`src/design/mcp_pkg.sv`:
```
`default_nettype none
package mcp_pkg;

    localparam int MAX_POINTS = 64;
    localparam int COORD_BITS = 16;
    localparam int IDX_W      = $clog2(MAX_POINTS);
    localparam int CNT_W      = $clog2(MAX_POINTS + 1);
    localparam int DIFF_W     = COORD_BITS + 1;
    localparam int PROD_W     = 2 * DIFF_W;
    localparam int OUT_W      = 7;
    localparam int DRAIN_LEN  = 2 * MAX_POINTS + 4;
    localparam int DR_W       = $clog2(DRAIN_LEN + 1);

    typedef logic signed [COORD_BITS-1:0] coord_t;
    typedef logic signed [DIFF_W-1:0]     diff_t;

    typedef struct packed {
        logic   v;
        coord_t x;
        coord_t y;
    } point_t;

    typedef struct packed {
        logic             valid;
        logic             dup;
        coord_t           ax;
        coord_t           ay;
        diff_t            dx;
        diff_t            dy;
        logic [CNT_W-1:0] cnt;
    } token_t;

    typedef struct packed {
        logic shift;
        logic clr;
    } cell_ctl_t;

    typedef struct packed {
        logic             valid;
        logic [CNT_W-1:0] best;
        logic             ovf;
    } result_t;

endpackage
`default_nettype wire

```
`src/design/mcp_cell.sv`:
```
`default_nettype none
module mcp_cell
    import mcp_pkg::*;
(
    input  logic      clk,
    input  logic      rst_n,
    input  cell_ctl_t ctl,
    input  point_t    pt_in,
    output point_t    pt_out,
    input  token_t    tok_in,
    output token_t    tok_out
);

    logic                pt_v_reg;
    coord_t              pt_x_reg;
    coord_t              pt_y_reg;
    token_t              tok1_reg;
    token_t              tok2_reg;
    token_t              tok2_next;
    logic [PROD_W-1:0]   pa_reg;
    logic [PROD_W-1:0]   pb_reg;
    logic                eq_reg;
    diff_t               dx2;
    diff_t               dy2;
    logic                hit;

    assign dx2 = DIFF_W'(pt_x_reg) - DIFF_W'(tok_in.ax);
    assign dy2 = DIFF_W'(pt_y_reg) - DIFF_W'(tok_in.ay);

    always_ff @(posedge clk or negedge rst_n)
    begin
        if (!rst_n)
        begin
            pt_v_reg <= 1'b0;
        end
        else if (ctl.clr)
        begin
            pt_v_reg <= 1'b0;
        end
        else if (ctl.shift)
        begin
            pt_v_reg <= pt_in.v;
        end
    end

    always_ff @(posedge clk)
    begin
        if (ctl.shift)
        begin
            pt_x_reg <= pt_in.x;
            pt_y_reg <= pt_in.y;
        end
        pa_reg <= PROD_W'(signed'(PROD_W'(tok_in.dx)) * signed'(PROD_W'(dy2)));
        pb_reg <= PROD_W'(signed'(PROD_W'(tok_in.dy)) * signed'(PROD_W'(dx2)));
        eq_reg <= (pt_x_reg == tok_in.ax) && (pt_y_reg == tok_in.ay);
    end

    always_comb
    begin
        hit       = tok1_reg.valid && pt_v_reg
                    && (tok1_reg.dup ? eq_reg : (pa_reg == pb_reg));
        tok2_next = tok1_reg;
        tok2_next.cnt = tok1_reg.cnt + CNT_W'(hit);
    end

    always_ff @(posedge clk or negedge rst_n)
    begin
        if (!rst_n)
        begin
            tok1_reg <= '0;
            tok2_reg <= '0;
        end
        else
        begin
            tok1_reg <= tok_in;
            tok2_reg <= tok2_next;
        end
    end

    assign pt_out.v = pt_v_reg;
    assign pt_out.x = pt_x_reg;
    assign pt_out.y = pt_y_reg;
    assign tok_out  = tok2_reg;

endmodule
`default_nettype wire

```
`config.mk`:
```
export PLATFORM = sky130hd
export DESIGN_NAME = mcp_cell
export DESIGN_NICKNAME = d
export VERILOG_FILES = /design/src/design/mcp_pkg.sv /design/src/design/mcp_cell.sv
export SDC_FILE = /design/constraint.sdc
export NUM_CORES = 2
export LEC_CHECK = 0
export BUFFER_PORTS_ARGS = -buffer_cell sky130_fd_sc_hd__buf_2
export CORE_UTILIZATION = 40
export DETAILED_ROUTE_END_ITERATION = 12
export GPL_TIMING_DRIVEN = 0
export HOLD_SLACK_MARGIN = 0.08
export PLACE_DENSITY = 0.58
export SLEW_MARGIN = 10
export SYNTH_ARGS = -nofsm -noshare
export SYNTH_HDL_FRONTEND = slang
export SYNTH_SLANG_ARGS = --single-unit
```
`constraint.sdc`:
```
create_clock -name clk -period 9.6 [get_ports clk]
set_clock_uncertainty 0.1 [all_clocks]
set_input_delay 1.92 -clock clk [delete_from_list [all_inputs] [get_ports clk]]
set_output_delay 1.92 -clock clk [all_outputs]
set_load 0.01 [all_outputs]
```
# Word level (Yosys, flattened, before mapping)
# Cells that the tools add are included.
# classes
n_reduce_logical	4
eq_ne	3
n_mux	3
add_sub_neg	3
multipliers	2
# op_table
cell	n
multiplier 17 x 17 -> 34 bit	2
equality test 34 bit	1
subtractor 16 x 16 -> 17 bit	2
equality test 16 bit	2
adder 7 x 1 -> 7 bit	1
logical AND 1 bit	3
2-to-1 mux 1 bit	3
nonzero test 2 bit	1
# word_totals
in_bits	112
wordCells	35
output_inout_bits	108
ff_bits	252

# Longest topological paths before layout
# depth
word_depth	4
depth_mapped	32
ltp_nobuf	31

# Worst setup path after synthesis
# No wires, ideal clock.
# synth_path
path_type	input-to-reg
start	input port tok_in[41] (netlist bit)
end	register pa_reg[27]
t_arrival_ns	9.154
stages	29
n_path_buf	1
setup_ns	0.072
required_ns	9.428
path_slack_ns	0.273
cell_sequence	ha_1 -> fa_1 -> nor2b_1 -> o21ai_1 -> a21o_1 -> a211oi_1 -> nor2_1 -> o21ai_0 -> xor2_1 -> buf_2 -> nand2_1 -> fa_1 -> inv_1 -> fa_1 -> fa_1 -> fa_1 -> fa_1 -> inv_1 -> fa_1 -> inv_1 -> ha_1 -> and3_4 -> and2_4 -> a32o_1 -> a31o_2 -> o41a_1 -> a221o_1 -> a21oi_2 -> xnor2_1
# synth_between
elab_chain_len	2
# synth_rtl
element	line	rtl
start: declaration	mcp_cell.sv:10	input token_t tok_in,
subtractor 16 x 16 -> 17 bit	mcp_cell.sv:28	assign dy2 = DIFF_W'(pt_y_reg) - DIFF_W'(tok_in.ay);
multiplier 17 x 17 -> 34 bit	mcp_cell.sv:53	pa_reg <= PROD_W'(signed'(PROD_W'(tok_in.dx)) * signed'(PROD_W'(dy2)));
end signal: assignment	mcp_cell.sv:53	
end: declaration	mcp_cell.sv:20	logic [PROD_W-1:0] pa_reg;
# Every way passes these cells.
# A chain may end at the register's enable or synchronous reset.

# Worst setup path in the final report
# Same ends and word-level chain as after synthesis.

==> impl_metrics.yaml <==
route:
  met3WireLength_um: 3805
  drt_iter0_drc: 994
  dr_wl_met2_um: 35920
  post-route-drc-count: 42
  drtAntennaViolNets: 0
  vias_per_cell: 4.867
  drt-pass1-iter-count: 9
  wl_per_cell_um: 17.27
  routed.top_layer: "met4"
  wl_met1_um: 30840
  vias: 20190
  finalWirelength_um: 71630
finish:
  design_area_um2: 33540
  post-route-util_pct: 45.74
  seqCellArea_um2: 6121
  syn_to_final_growth_pct: 12.65
  final_nets: 4073
  fin_cells: 4148
  nFillCells: 7103
  drive_above_1_share_pct: 11.77
  multi_input_area_um2: 21290
setup_path:
  crit_fanout: 9
  crit_top_cell: "fa_1"
  crit_type: "in2reg"
  critPathLaunchType: "primary input"
  max_stage_delay_ns: 0.56
  crit_arrival_ns: 9.80
  r2r_start: "pt_y_reg[0]"
  reg2reg_setup_slack_ns: 1.22
  crit_path_top_delay_cell: "fa_1"
  reg2reg_depth: 27
  setup.worst_path.end_class: "flip-flop"
  critical_path_required_ns: 10.05
  r2r-end: "pa_reg[27]"
die:
  start_util_pct: 40.61
  die_x_um: 274.8
  die_h_um: 274.8
  core-area_um2: 73330
  pin_count: 220
  rows: 99
  die_area_um2: 75530
synth:
  synth_top_cells_by_count: "649 x inv_1, 594 x fa_1, 330 x nand2_1, 204 x ha_1, 158 x and2_1"
  synthArstFlopShare_pct: 59.92
  syn_area_um2: 29780
  yosysTopAreaCellShare_pct: 39.94
  synth_ff_type: "dfrtp_1"
  ys_seq_area_share_pct: 20.56
  yosys_warnings: 0
  synth_fp_nets: 3810
  syn_inst: 2900
  synth-edff-count: 32
  ys_seq_elements: 252
  synth.most_common_cell: "inv_1"
  synth_top_cell_by_area: "fa_1"
  synth.avg_cell_area_um2: 10.27
  ys_top_cells_by_area: "fa_1 40%, dfrtp_1 13%, ha_1 8.6%"
  yosysUniqueCellTypes: 67
flow_run:
  maxCapViolCount: 0
global_route:
  grt_pass1_wl_um: 115600
  grt_max_degree: 104
  overflow: 0
  globalRouteTotalUtil_pct: 19.87
  grt_pass1_vias: 21420
  antenna_found_initial: 3
placement:
  dpl_cell_area_um2: 32110
  port_buffers: 219
  finalWeightedCongestion: 0.9123
  hpwl_um: 59960
  dp.cells: 4079
clock_network:
  cts.sinks: 252
  clock_latency_ns: 0.61
  ctsHoldBuffers: 0
  clkSlewWorstSetupHoldPaths_ns: 0.06
  cts_tree: "done"
  cts-root-buf: "clkbuf_16"
  cts-buffers-inserted: 30
  cts_buffer_depth: 3
  cts_htree_levels: 1
min_path:
  min_from: "tok1_reg[59]"
  hold_depth: 0
  hold_end: "tok_out[59]"
  min_path_type: "reg2reg"
outcome:
  status: "finished, violations left"
  violations: "design-rule violations"
sta:
  report.final.slew_viol_count: 0
  finalSetupViolations: 0
  fin_crit_ns: 9.357
  period_share_pct: 97.47
  timing.fmax_ghz: 0.1069
  hold_violations: 0
  relSlewSlack_pct: 42.63
  hold_ws_ns: 0.2445
  worstMarginPinSlew_ns: 0.8606
==> critical path, delay by kind of cell <==
family	cells	cell delay [ns]
simple gates	5	1.14
fa+ha+maj	9	3.92
compound gates	10	2.57
buf+inv	2	0.15
xor+xnor	1	0.12
==> layout by cell type (no fill, tap or decap), types with 19 or more instances in the layout <==
| cell type | count |
|---|---|
| nor3_1 | 19 |
| xor2_1 | 46 |
| inv_1 | 649 |
| a21oi_1 | 54 |
| nor2_1 | 72 |
| o21ai_0 | 36 |
| dfxtp_1 | 69 |
| nand2_1 | 329 |
| fa_1 | 593 |
| clkbuf_1 | 52 |
| and2_1 | 158 |
| buf_2 | 226 |
| clkbuf_16 | 30 |
| a21o_1 | 24 |
| edfxtp_1 | 32 |
| nor2b_1 | 96 |
| ha_1 | 203 |
| dfrtp_1 | 151 |
| xnor2_1 | 68 |
==> worst max-delay path by stage <==
| stage | from | to | cells past startpoint | slack, ns |
|---|---|---|---|---|
| 2_1_floorplan | tok_in[41] | pa_reg[27] | 29 | 0.27 |
| 3_3_place_gp | tok_in[41] | pa_reg[27] | 30 | -1.15 |
| 3_5_place_dp | tok_in[41] | pa_reg[27] | 30 | -1.18 |
| 4_1_cts | tok_in[58] | pb_reg[31] | 30 | 0.0008 |
| 5_1_grt | tok_in[42] | pa_reg[27] | 32 | -0.009 |
| 6_report | tok_in[41] | pa_reg[27] | 27 | 0.24 |
==> layer usage <==
layer / vias up / global-route usage [%]
li1: 9225 / -
met1: 10470 / 27.10
met2: 441 / 34.43
met3: 56 / 2.208
met4: 0 / 3.548
met5: - / 0
==> final cells by class <==
type / count / share of cell area [%]
inverters: 649 / 7.263
multi-input cells: 1927 / 63.47
clock inverters: 21 / 0.5595
clock buffers: 35 / 2.294
repair buffers: 232 / 3.648
flip-flops and latches: 252 / 18.25
plain buffers: 71 / 0.9288
well taps: 959 / 3.577
diodes: 2 / 0.01492
==> stage by stage <==
| stage | setup TNS [ns] | setup WS (ns) |
|---|---|---|
| after floorplan | 0 | 0.2734 |
| after global placement | -19.08 | -1.150 |
| after detailed placement | -19.97 | -1.180 |
| after CTS | 0 | 0.0007807 |
| after global routing | -0.008678 | -0.008678 |
| final | 0 | 0.2430 |
==> cells by family (layout without fill, tap and decap cells) <==
family	count (synthesis)	count (layout)	synth area share, %
muxes	3	3	0.1009
DFF	252	252	20.56
and+or+nand+nor	775	775	12.92
xor gates and xnor gates	134	134	3.941
adders and majority gates	798	798	48.51
other	0	2	0
buffers and inverters	721	1008	9.139
AOI/OAI and AO/OA	217	217	4.832
==> repair_timing <==
action                                 in CTS  in global routing
setup endpoints to repair                  14                 18
setup buffers                               4                  8
pin swaps                                   2                  7
endpoints found under the hold margin       0                  0
resized for setup                          27                 68
Power is left out: the tool's default activity adds up to more than one toggle a clock period on the data nets, which glitch-free logic cannot reach.
